[src/hdl/dtpc_pkg.sv]
// shared types and constants for the dna trie prefix counter
`timescale 1ns / 1ps
`default_nettype none

package dtpc_pkg;

  localparam int NODE_COUNT_DEF = 4096;
  localparam int COUNT_BITS_DEF = 20;

  localparam int SYMBOL_W       = 8;
  localparam int PREFIX_COUNT_W = 20;
  localparam logic [PREFIX_COUNT_W-1:0] PREFIX_COUNT_MAX = '1;

  // ascii codes of the four bases
  localparam logic [SYMBOL_W-1:0] CHAR_C = 8'h63;
  localparam logic [SYMBOL_W-1:0] CHAR_T = 8'h74;
  localparam logic [SYMBOL_W-1:0] CHAR_G = 8'h67;
  localparam logic [SYMBOL_W-1:0] CHAR_A = 8'h61;

  typedef enum logic [1:0] {
    BR_C = 2'd0,
    BR_T = 2'd1,
    BR_G = 2'd2,
    BR_A = 2'd3
  } branch_e;

  // one classified word from front to back
  typedef struct packed {
    branch_e branch;
    logic    bad;
    logic    last;
  } item_t;

  // status from back to front
  typedef struct packed {
    logic clearing;
  } back_stat_t;

endpackage

`default_nettype wire

[src/hdl/dtpc_front.sv]
// front end: symbol classification and a two-entry word queue
`timescale 1ns / 1ps
`default_nettype none

module dtpc_front
  import dtpc_pkg::*;
(
  input  wire logic                clk_i,
  input  wire logic                rst_ni,
  input  wire logic                start_i,
  input  wire logic [SYMBOL_W-1:0] symbol_i,
  input  wire logic                last_symbol_i,
  output logic                     busy_o,
  input  wire back_stat_t          stat_i,
  output logic                     valid_o,
  output item_t                    item_o,
  input  wire logic                pop_i
);

  localparam int QueueDepth = 2;

  item_t       entries_q [QueueDepth];
  logic        wr_ptr_q, rd_ptr_q;
  logic [1:0]  count_q, count_d;
  item_t       cls;
  logic        push, full;

  // map the raw character to a branch
  always_comb begin
    cls.last   = last_symbol_i;
    cls.bad    = 1'b0;
    cls.branch = BR_C;
    unique case (symbol_i)
      CHAR_C:  cls.branch = BR_C;
      CHAR_T:  cls.branch = BR_T;
      CHAR_G:  cls.branch = BR_G;
      CHAR_A:  cls.branch = BR_A;
      default: cls.bad    = 1'b1;
    endcase
  end

  assign full    = (count_q == 2'(QueueDepth));
  assign busy_o  = full | stat_i.clearing;
  assign push    = start_i & ~busy_o;
  assign valid_o = (count_q != 2'd0);
  assign item_o  = entries_q[rd_ptr_q];

  always_comb begin
    count_d = count_q;
    if (push && !pop_i) begin
      count_d = count_q + 2'd1;
    end else if (!push && pop_i) begin
      count_d = count_q - 2'd1;
    end
  end

  always_ff @(posedge clk_i or negedge rst_ni) begin
    if (!rst_ni) begin
      wr_ptr_q <= 1'b0;
      rd_ptr_q <= 1'b0;
      count_q  <= 2'd0;
    end else begin
      count_q <= count_d;
      if (push) begin
        wr_ptr_q <= ~wr_ptr_q;
      end
      if (pop_i) begin
        rd_ptr_q <= ~rd_ptr_q;
      end
    end
  end

  always_ff @(posedge clk_i) begin
    if (push) begin
      entries_q[wr_ptr_q] <= cls;
    end
  end

`ifndef SYNTHESIS
  a_pop_nonempty: assert property (@(posedge clk_i) disable iff (!rst_ni)
    pop_i |-> count_q != 2'd0)
    else $error("pop from empty queue");
  a_count_bound: assert property (@(posedge clk_i) disable iff (!rst_ni)
    count_q <= 2'(QueueDepth))
    else $error("queue count out of range");
`endif

endmodule

`default_nettype wire

[config.mk]
export PLATFORM = sky130hd
export DESIGN_NAME = dtpc_front
export DESIGN_NICKNAME = d
export VERILOG_FILES = /design/src/hdl/dtpc_pkg.sv /design/src/hdl/dtpc_front.sv
export SDC_FILE = /design/constraint.sdc
export NUM_CORES = 1
export LEC_CHECK = 0
export ABC_AREA = 1
export BUFFER_PORTS_ARGS = -buffer_cell sky130_fd_sc_hd__buf_2
export CAP_MARGIN = 20
export CORE_MARGIN = 2
export CORE_UTILIZATION = 47
export CTS_CLUSTER_SIZE = 40
export DETAILED_ROUTE_END_ITERATION = 7
export PLACE_DENSITY = 0.82
export SYNTH_ARGS = -nofsm -noshare
export SYNTH_HDL_FRONTEND = slang
export SYNTH_SLANG_ARGS = --single-unit
[constraint.sdc]
create_clock -name clk_i -period 1.5 [get_ports clk_i]
set_input_delay 0.15 -clock clk_i [delete_from_list [all_inputs] [get_ports clk_i]]
set_output_delay 0.15 -clock clk_i [all_outputs]
set_load 0.01 [all_outputs]
==> results.cfg, run 1 <==
[run_status]
status = completed

[sta]
fmax_mhz = 699
skew_ps = 7.60
worst_pin_slew_ps = 382
finalSetupViolations = 0
layout_min_cycle_time_ps = 1430
rsz0062_at_grt = no
final.setup.tns_ps = 0
finalCritPeriodShare = 0.953
slew_violations = 0
finalHoldViolCount = 0
slew-limit-headroom = 0.744

[synth]
syn-num-nets = 80
ys_ff_latch = 12
syn_area_um2 = 617
synth_xor_area_frac = 0.0426
synth_mux_area_frac = 0.0730
yosysSeqAreaShare = 0.552
postSynthAreaPerCell_um2 = 9.49
synth_cell_types = 15
synth_top_family_by_area = simple AND/OR/NAND/NOR gates
synth-simple-area-share = 0.233
synthCells = 65
synthAdderAreaFrac = 0.0203
yosysWarnings = 0
synth_compound_area_frac = 0

[critical_path]
cp_slowest_cell = dfrtp_1
crit_path_end_kind = flip-flop
rrSetupSlack_ps = 70
required_ps = 1440
worst-path-buf-inv = 2
path_class = reg2reg
cp_slowest_stage_delay_ps = 370
arrival_ps = 1370
cp_max_fo = 4
cp-start-kind = flip-flop
crit_chain = inv_2 > nand2_1 > nand3_2 > buf_4 > nor2_1
crit_family = simple AND/OR/NAND/NOR gates

[finish]
final_nets = 107
syn_to_final_growth_pct = 28.8
fill_cells = 101
antenna_cells = 0
drive_gt1_frac = 0.374
stdcell_area_um2 = 795

[pwr]
power.density_nw_per_um2 = 1400
leakage_nw = 0.398
ir_drop_uv = 778
power_w = 0.00111

[clocking]
path_clk_slew_ps = 80
cts_tree = built
worstSkewPairLatency_ps = 280
cts_buffer_depth = 2
root_buffer = clkbuf_4
cts_buffers = 3
h-tree-depth = 1
clock_sinks = 12

[grt]
gr-total-overflow = 0
grt_pass1_wl_um = 1790
top_usage_layer = met2
antenna_found_initial = 0
gr-usage-met1 = 0.175
use_met3 = 0.0500
grt_max_degree = 8
grt_util_all_layers = 0.188
grt_pass1_vias = 464
met2_usage = 0.302

[floorplanning]
die_area_um2 = 1620
core-area_um2 = 1270
io_pins = 20
rows = 13
die_x_um = 40.2
fp.dieH_um = 40.2
initial_core_util = 0.486

[placement]
placed_cell_area_um2 = 731
gp_congestion = 0.639
port_buffers = 19
place_hpwl_um = 944

[drt]
wl_um = 1230
drtAntennaViolNets = 0
routed_via_density = 4.90
vias = 519
wl_per_cell_um = 11.6
drt_iter0_drc = 11
drt_first_pass_iters = 4
drc = 0

[min_path]
min_path_type = in2reg

[job]
cap_violations = 0
[final cells by class]
class,instances,area [µm²],share of cell area
clock buffer,4,26.3,0.0331
inverter,13,48.8,0.0614
timing repair buffer,22,120,0.151
tap,15,18.8,0.0236
multi-input combinational,40,240,0.302
sequential,12,340,0.428
[where the power goes]
group	internal (W)	total [W]	switching [W]
combinational	0.000199	0.000401	0.000202
clock	0.000103	0.000212	0.000109
sequential	0.000437	0.000498	0.0000607
[cell usage after synthesis (all sizes together)]
cell | count | share of area
xnor2 | 1 | 0.014
edfxtp | 8 | 0.39
nand4 | 1 | 0.010
or2 | 1 | 0.014
dfrtp | 4 | 0.16
nor3 | 2 | 0.016
nor2 | 7 | 0.043
mux2 | 4 | 0.073
nand3 | 3 | 0.041
ha | 1 | 0.020
xor2 | 2 | 0.028
inv | 13 | 0.079
nand2 | 18 | 0.11
[registers in the layout (all words and copies together), names as in the netlist]
register	cells
count_q	2
entries_q	8
rd_ptr_q	1
wr_ptr_q	1
[logic make-up (layout without fill, tap and decap cells)]
family / after synthesis / after routing
adder cells (fa/ha/maj): 1 / 1
buffers and inverters: 13 / 39
flip-flops: 12 / 12
XOR/XNOR: 3 / 3
multiplexers: 4 / 4
AND/OR/NAND/NOR: 32 / 32
[timing repair]
action,CTS,global route
setup buffers,0,2
endpoints found under the hold margin,4,0
hold buffers,1,0
resized for setup,0,2
endpoints found under the setup margin,0,1
[per-layer routing]
layer  routed length, µm  up-vias
met4                  62        0
met5                   0        -
li1                    -      257
met2                 695       13
met3                  38        6
met1                 431      243
[layout by cell type, fill, tap and decap left out, drive strengths merged, types with 2 or more instances in the layout]
master	n
buf	21
clkbuf	4
dfrtp	4
edfxtp	8
inv	13
mux2	4
nand2	18
nand3	3
nor2	7
nor3	2
xor2	2
[per-stage QoR]
stage               instances  hold slack (ps)   util  worst slack, ps
floorplan                  65             -146      -              204
global placement           99            -36.7  0.576              175
detailed placement         99            -30.0  0.576             62.8
CTS                       104             53.3  0.605             40.5
global route              106             48.4  0.626             10.3
finish                    106             59.3  0.626             70.2
[path summary, 6_finish.rpt]
path / start / to / cells after the start
worst max-delay path: count_q[0]$_DFFE_PN0P_ / entries_q[0][1]$_DFFE_PP_ / 5
worst min-delay path: last_symbol_i / entries_q[0][0]$_DFFE_PP_ / 1
worst max register to register: count_q[0]$_DFFE_PN0P_ / entries_q[0][1]$_DFFE_PP_ / 5
worst min register to register: count_q[0]$_DFFE_PN0P_ / count_q[0]$_DFFE_PN0P_ / 1
max in group asynchronous: rst_ni / wr_ptr_q$_DFFE_PN0N_ / 2
min in group asynchronous: rst_ni / rd_ptr_q$_DFFE_PN0P_ / 2
No activity file was read; power rests on OpenSTA's default activity.
==> inputs of run 2 (changes only) <==
--- a/config.mk
+++ b/config.mk
@@ -8,11 +8,11 @@
 export ABC_AREA = 1
 export BUFFER_PORTS_ARGS = -buffer_cell sky130_fd_sc_hd__buf_2
 export CAP_MARGIN = 20
-export CORE_MARGIN = 2
-export CORE_UTILIZATION = 47
+export CORE_AREA = 2 2 39 41
 export CTS_CLUSTER_SIZE = 40
 export DETAILED_ROUTE_END_ITERATION = 7
-export PLACE_DENSITY = 0.82
+export DIE_AREA = 0 0 41 43
+export PLACE_DENSITY = 0.81
 export SYNTH_ARGS = -nofsm -noshare
 export SYNTH_HDL_FRONTEND = slang
 export SYNTH_SLANG_ARGS = --single-unit
==> constraint.sdc (replaced) <==
create_clock -name clk_i -period 1.8 [get_ports clk_i]
set_input_delay 0.18 -clock clk_i [delete_from_list [all_inputs] [get_ports clk_i]]
set_output_delay 0.18 -clock clk_i [all_outputs]
set_load 0.01 [all_outputs]
==> run 2 against run 1 <==
Compared with the run above:
- total power decreased by 16%
- cell count down 0.94%
- global-route usage decreased by 3.1 points
- critical endpoint is now item_o[1]
- largest cell class unchanged
- largest power group unchanged
==> results.cfg, run 2 (same netlist as run 1, synthesis figures left out) <==
[sta]
finalHoldViolCount = 0
worst_pin_slew_ps = 365
final.setup.tns_ps = 0
hold_slack_ps = 95.3
fmax_mhz = 704
slew_violations = 0
skew_ps = 6.97
finalCritPeriodShare = 0.790
setup_slack_ps = 379
layout_min_cycle_time_ps = 1420
finalSetupViolations = 0
slew-limit-headroom = 0.756
rsz0062_at_grt = no

[placement]
gp_congestion = 0.742
port_buffers = 19
dp.cells = 100
dp_slack_ps = 421
place_hpwl_um = 890

[critical_path]
crit_path_end_kind = output pin
cp-start-kind = flip-flop
worst-path-buf-inv = 1
required_ps = 1620
cp_max_fo = 5
crit_chain = mux2_2 > buf_2
r2r-end = count_q[1]$_DFFE_PN0P_
reg2regPathDepth = 9
arrival_ps = 1240
r2r_start = count_q[0]$_DFFE_PN0P_
crit_family = flip-flops
path_class = reg2out
rrSetupSlack_ps = 410
cp_slowest_stage_delay_ps = 460
cp_slowest_cell = dfrtp_1

[job]
cap_violations = 0

[drt]
drc = 0
wl_per_cell_um = 10.2
vias = 483
drtAntennaViolNets = 0
drt_iter0_drc = 8
routed_via_density = 4.60
wl_um = 1070
drt_first_pass_iters = 4

[pwr]
power.density_nw_per_um2 = 1200
leakage_nw = 0.397
ir_drop_uv = 489

[grt]
grt_pass1_wl_um = 1830
grt_pass1_vias = 479
grt_util_all_layers = 0.156
antenna_found_initial = 0
gr-total-overflow = 0
grt_max_degree = 8

[clocking]
clock_sinks = 12
root_buffer = clkbuf_4
worstSkewPairLatency_ps = 270
h-tree-depth = 1
cts_buffers = 3
path_clk_slew_ps = 80
cts_tree = built
cts_buffer_depth = 2

[finish]
antenna_cells = 0
syn_to_final_growth_pct = 26.2
drive_gt1_frac = 0.348
fin_cells = 105
fill_cells = 129
top_regs = entries_q: 8 flops, count_q: 2 flops
final_common_cell = buf_2
regMostFlops = entries_q
largest_reg_flops = 8
fin_util = 0.562
final_nets = 105
final_cell_mix = buf_2 (19), nand2_1 (18), inv_1 (12)

[floorplanning]
fp.dieH_um = 43
core-area_um2 = 1380
die_x_um = 41
io_pins = 20
initial_core_util = 0.446
rows = 14
die_area_um2 = 1760

[min_path]
hold_path_end = rd_ptr_q$_DFFE_PN0P_
worstHoldStart = pop_i
min_path_type = in2reg
holdPathStages = 2

[run_status]
status = completed
-- run 2: changes by cell type in the layout (fill, tap and decap cells not counted) --
cell and delta:
inv_1 +1, ha_1 +1, clkbuf_8 +1, clkbuf_1 -1
inv_2 -1, ha_4 -1, buf_4 -2
-- run 2: area by class of cell --
class / instances / area (µm²) / share of cell area
sequential: 12 / 340 / 0.437
clock buffer: 4 / 36.3 / 0.0466
timing repair buffer: 20 / 105 / 0.135
tap: 16 / 20.0 / 0.0257
inverter: 13 / 48.8 / 0.0627
multi-input combinational: 40 / 228 / 0.293
-- run 2: how the worst max path moves through the flow --
stage	start	end	slack [ps]	cells after the start
2_1_floorplan	count_q[0]$_DFFE_PN0P_	count_q[1]$_DFFE_PN0P_	500	8
3_3_place_gp	count_q[0]$_DFFE_PN0P_	count_q[1]$_DFFE_PN0P_	480	9
3_5_place_dp	count_q[0]$_DFFE_PN0P_	count_q[1]$_DFFE_PN0P_	420	9
4_1_cts	rd_ptr_q$_DFFE_PN0P_	item_o[1]	370	2
5_1_grt	count_q[0]$_DFFE_PN0P_	count_q[1]$_DFFE_PN0P_	290	9
6_report	rd_ptr_q$_DFFE_PN0P_	item_o[1]	380	2
-- run 2: where the power goes --
group	total [W]	switching [W]	leakage (nW)	internal (W)
Clock	0.000210	0.0000870	0.0210	0.000123
Combinational	0.000308	0.000156	0.255	0.000152
Sequential	0.000415	0.0000514	0.121	0.000364
-- run 2: repair_timing --
action                    in CTS  in global routing
hold buffers                   1                  0
hold endpoints to repair       4                  0
setup buffers                  0                  0
resized for setup              0                  0
-- run 2: per-stage QoR --
step / total power, W / cell area (µm²)
3_3_place_gp: 0.000715 / 732
6_report: 0.000933 / 778
3_5_place_dp: 0.000729 / 732
5_1_grt: 0.00101 / 778
4_1_cts: 0.000942 / 778
2_1_floorplan: 0.000628 / 617
-- run 2: routing by layer --
layer  global-route usage  vias to the layer above  part of all wire
met4               0.0933                        0             0.014
met5                    0                        -                 0
li1                     -                      251                 -
met2                0.241                       12              0.51
met3               0.0471                        2             0.042
met1                0.181                      218              0.43
==> inputs of run 3 (changes only) <==
--- a/config.mk
+++ b/config.mk
@@ -8,11 +8,11 @@
 export ABC_AREA = 1
 export BUFFER_PORTS_ARGS = -buffer_cell sky130_fd_sc_hd__buf_2
 export CAP_MARGIN = 20
-export CORE_AREA = 2 2 39 41
+export CORE_MARGIN = 2
+export CORE_UTILIZATION = 47
 export CTS_CLUSTER_SIZE = 40
 export DETAILED_ROUTE_END_ITERATION = 7
-export DIE_AREA = 0 0 41 43
-export PLACE_DENSITY = 0.81
+export PLACE_DENSITY = 0.82
 export SYNTH_ARGS = -nofsm -noshare
 export SYNTH_HDL_FRONTEND = slang
 export SYNTH_SLANG_ARGS = --single-unit
==> constraint.sdc (replaced) <==
create_clock -name clk_i -period 1.4 [get_ports clk_i]
set_input_delay 0.14 -clock clk_i [delete_from_list [all_inputs] [get_ports clk_i]]
set_output_delay 0.14 -clock clk_i [all_outputs]
set_load 0.01 [all_outputs]
==> run 3 against run 2 <==
Compared with the run above:
- core utilization up 6.9 points
- via count up 5.4%
- hold slack worse by 36 ps
- total power up 30%
- clock-buffer cell count down 1
- design area up 2.9%
- first-iteration DRC count up 38%
- clock power up 5%
- non-clock buffer count up 4
- flip-flop and latch count unchanged
- combinational power up 47%
- sequential share of layout area down 1.1 points
- critical path type is now reg2reg
- largest power group unchanged
==> results.cfg, run 3 (same netlist as run 1, synthesis figures left out) <==
[run_status]
status = completed

[pwr]
ir_drop_uv = 776
leakage_nw = 0.407
power.density_nw_per_um2 = 1510

[floorplanning]
initial_core_util = 0.486
core-area_um2 = 1270
die_x_um = 40.2
rows = 13
die_area_um2 = 1620
io_pins = 20
fp.dieH_um = 40.2

[sta]
slew-limit-headroom = 0.889
final.setup.tns_ps = 0
hold_slack_ps = 59.6
rsz0062_at_grt = no
finalHoldViolCount = 0
finalCritPeriodShare = 0.951
fmax_mhz = 751
finalSetupViolations = 0
skew_ps = 4.64
slew_violations = 0
worst_pin_slew_ps = 165
setup_slack_ps = 68.5
layout_min_cycle_time_ps = 1330

[critical_path]
crit_top_cell = nand2_1
cp-start-kind = flip-flop
crit_chain = inv_2 > nand2_1 > nand3_2 > inv_1 > ha_2 > or2_4 > nand4_1 > nand2_1
required_ps = 1560
crit_path_end_kind = flip-flop
path_class = reg2reg
cp_max_fo = 3
arrival_ps = 1490
cp_slowest_stage_delay_ps = 400
cp_slowest_cell = dfrtp_1

[grt]
gr-usage-met1 = 0.196
use_met3 = 0.0500
antenna_found_initial = 0
met2_usage = 0.335
top_usage_layer = met2
grt_pass1_wl_um = 1890
gr-total-overflow = 0
grt_max_degree = 8
grt_util_all_layers = 0.182
grt_pass1_vias = 483

[placement]
dp_slack_ps = 44.7
port_buffers = 19
placed_cell_area_um2 = 753
place_hpwl_um = 925
gp_congestion = 0.685

[finish]
fin_util = 0.631
fill_cells = 113
syn_to_final_growth_pct = 29.8
drive_gt1_frac = 0.398
antenna_cells = 0
stdcell_area_um2 = 801
top_regs = entries_q: 8 flops, count_q: 2 flops
final_cell_mix = buf_2 (19), nand2_1 (18), inv_1 (11)
regMostFlops = entries_q
largest_reg_flops = 8
final_common_cell = buf_2
final_nets = 109

[clocking]
cts_tree = built
worstSkewPairLatency_ps = 270
clock_sinks = 12
path_clk_slew_ps = 80
h-tree-depth = 1
cts_buffer_depth = 2
root_buffer = clkbuf_4
cts_buffers = 3

[min_path]
min_path_type = in2reg

[drt]
vias = 509
wl_um = 1190
wl_per_cell_um = 11.0
drt_first_pass_iters = 4
routed_via_density = 4.71
drt_iter0_drc = 11
drc = 0
drtAntennaViolNets = 0

[job]
cap_violations = 0
## run 3: cell types whose count changed in the layout (fill, tap and decap cells not counted), sizes merged
cell and delta:
buf +4, clkbuf -1, clkinv +1
## run 3: critical path: cells and delay by family (launching register included)
kind,cells,cell delay [ps]
fa+ha+maj,1,170
flops,1,400
simple gates,5,520
buf+inv,2,120
## run 3: worst paths after layout
path,slack [ps],end,depth (start not counted),start
worst min register to register,500,count_q[0]$_DFFE_PN0P_,1,count_q[0]$_DFFE_PN0P_
worst min-delay path,60,entries_q[0][0]$_DFFE_PP_,1,last_symbol_i
max in group asynchronous,1060,rd_ptr_q$_DFFE_PN0P_,2,rst_ni
worst max-delay path,70,count_q[1]$_DFFE_PN0P_,8,count_q[0]$_DFFE_PN0P_
worst max register to register,70,count_q[1]$_DFFE_PN0P_,8,count_q[0]$_DFFE_PN0P_
min in group asynchronous,200,count_q[0]$_DFFE_PN0P_,2,rst_ni
## run 3: cell type report
| class | count | area, µm² | area share |
|---|---|---|---|
| Sequential cell | 12 | 342 | 0.427 |
| Timing Repair Buffer | 24 | 135 | 0.169 |
| Clock inverter | 1 | 3.75 | 0.00469 |
| Tap cell | 15 | 18.8 | 0.0234 |
| Clock buffer | 3 | 22.5 | 0.0281 |
| Inverter | 13 | 48.8 | 0.0609 |
| Multi-Input combinational cell | 40 | 230 | 0.288 |
## run 3: through the flow
step / power [W] / cells
6_report: 0.00121 / 108
5_1_grt: 0.00128 / 108
4_1_cts: 0.00118 / 107
3_5_place_dp: 0.000964 / 102
3_3_place_gp: 0.000941 / 102
2_1_floorplan: 0.000807 / 65
## run 3: where the power goes
group          switching (W)  leakage, nW  internal [W]
Sequential         0.0000666        0.120      0.000471
Clock               0.000118       0.0154      0.000103
Combinational       0.000220        0.272      0.000234
## run 3: routing by layer
metal | share of wire | vias to the layer above
met5 | 0 | -
met4 | 0.0067 | 0
met3 | 0.047 | 2
met2 | 0.56 | 17
met1 | 0.38 | 233
li1 | - | 257
## run 3: repair_timing
| action | CTS | global route |
|---|---|---|
| hold buffers | 1 | 0 |
| buffers inserted | 0 | 1 |
| endpoints found under the setup margin | 0 | 5 |
| hold endpoints to repair | 4 | 0 |
| resized for setup | 0 | 3 |
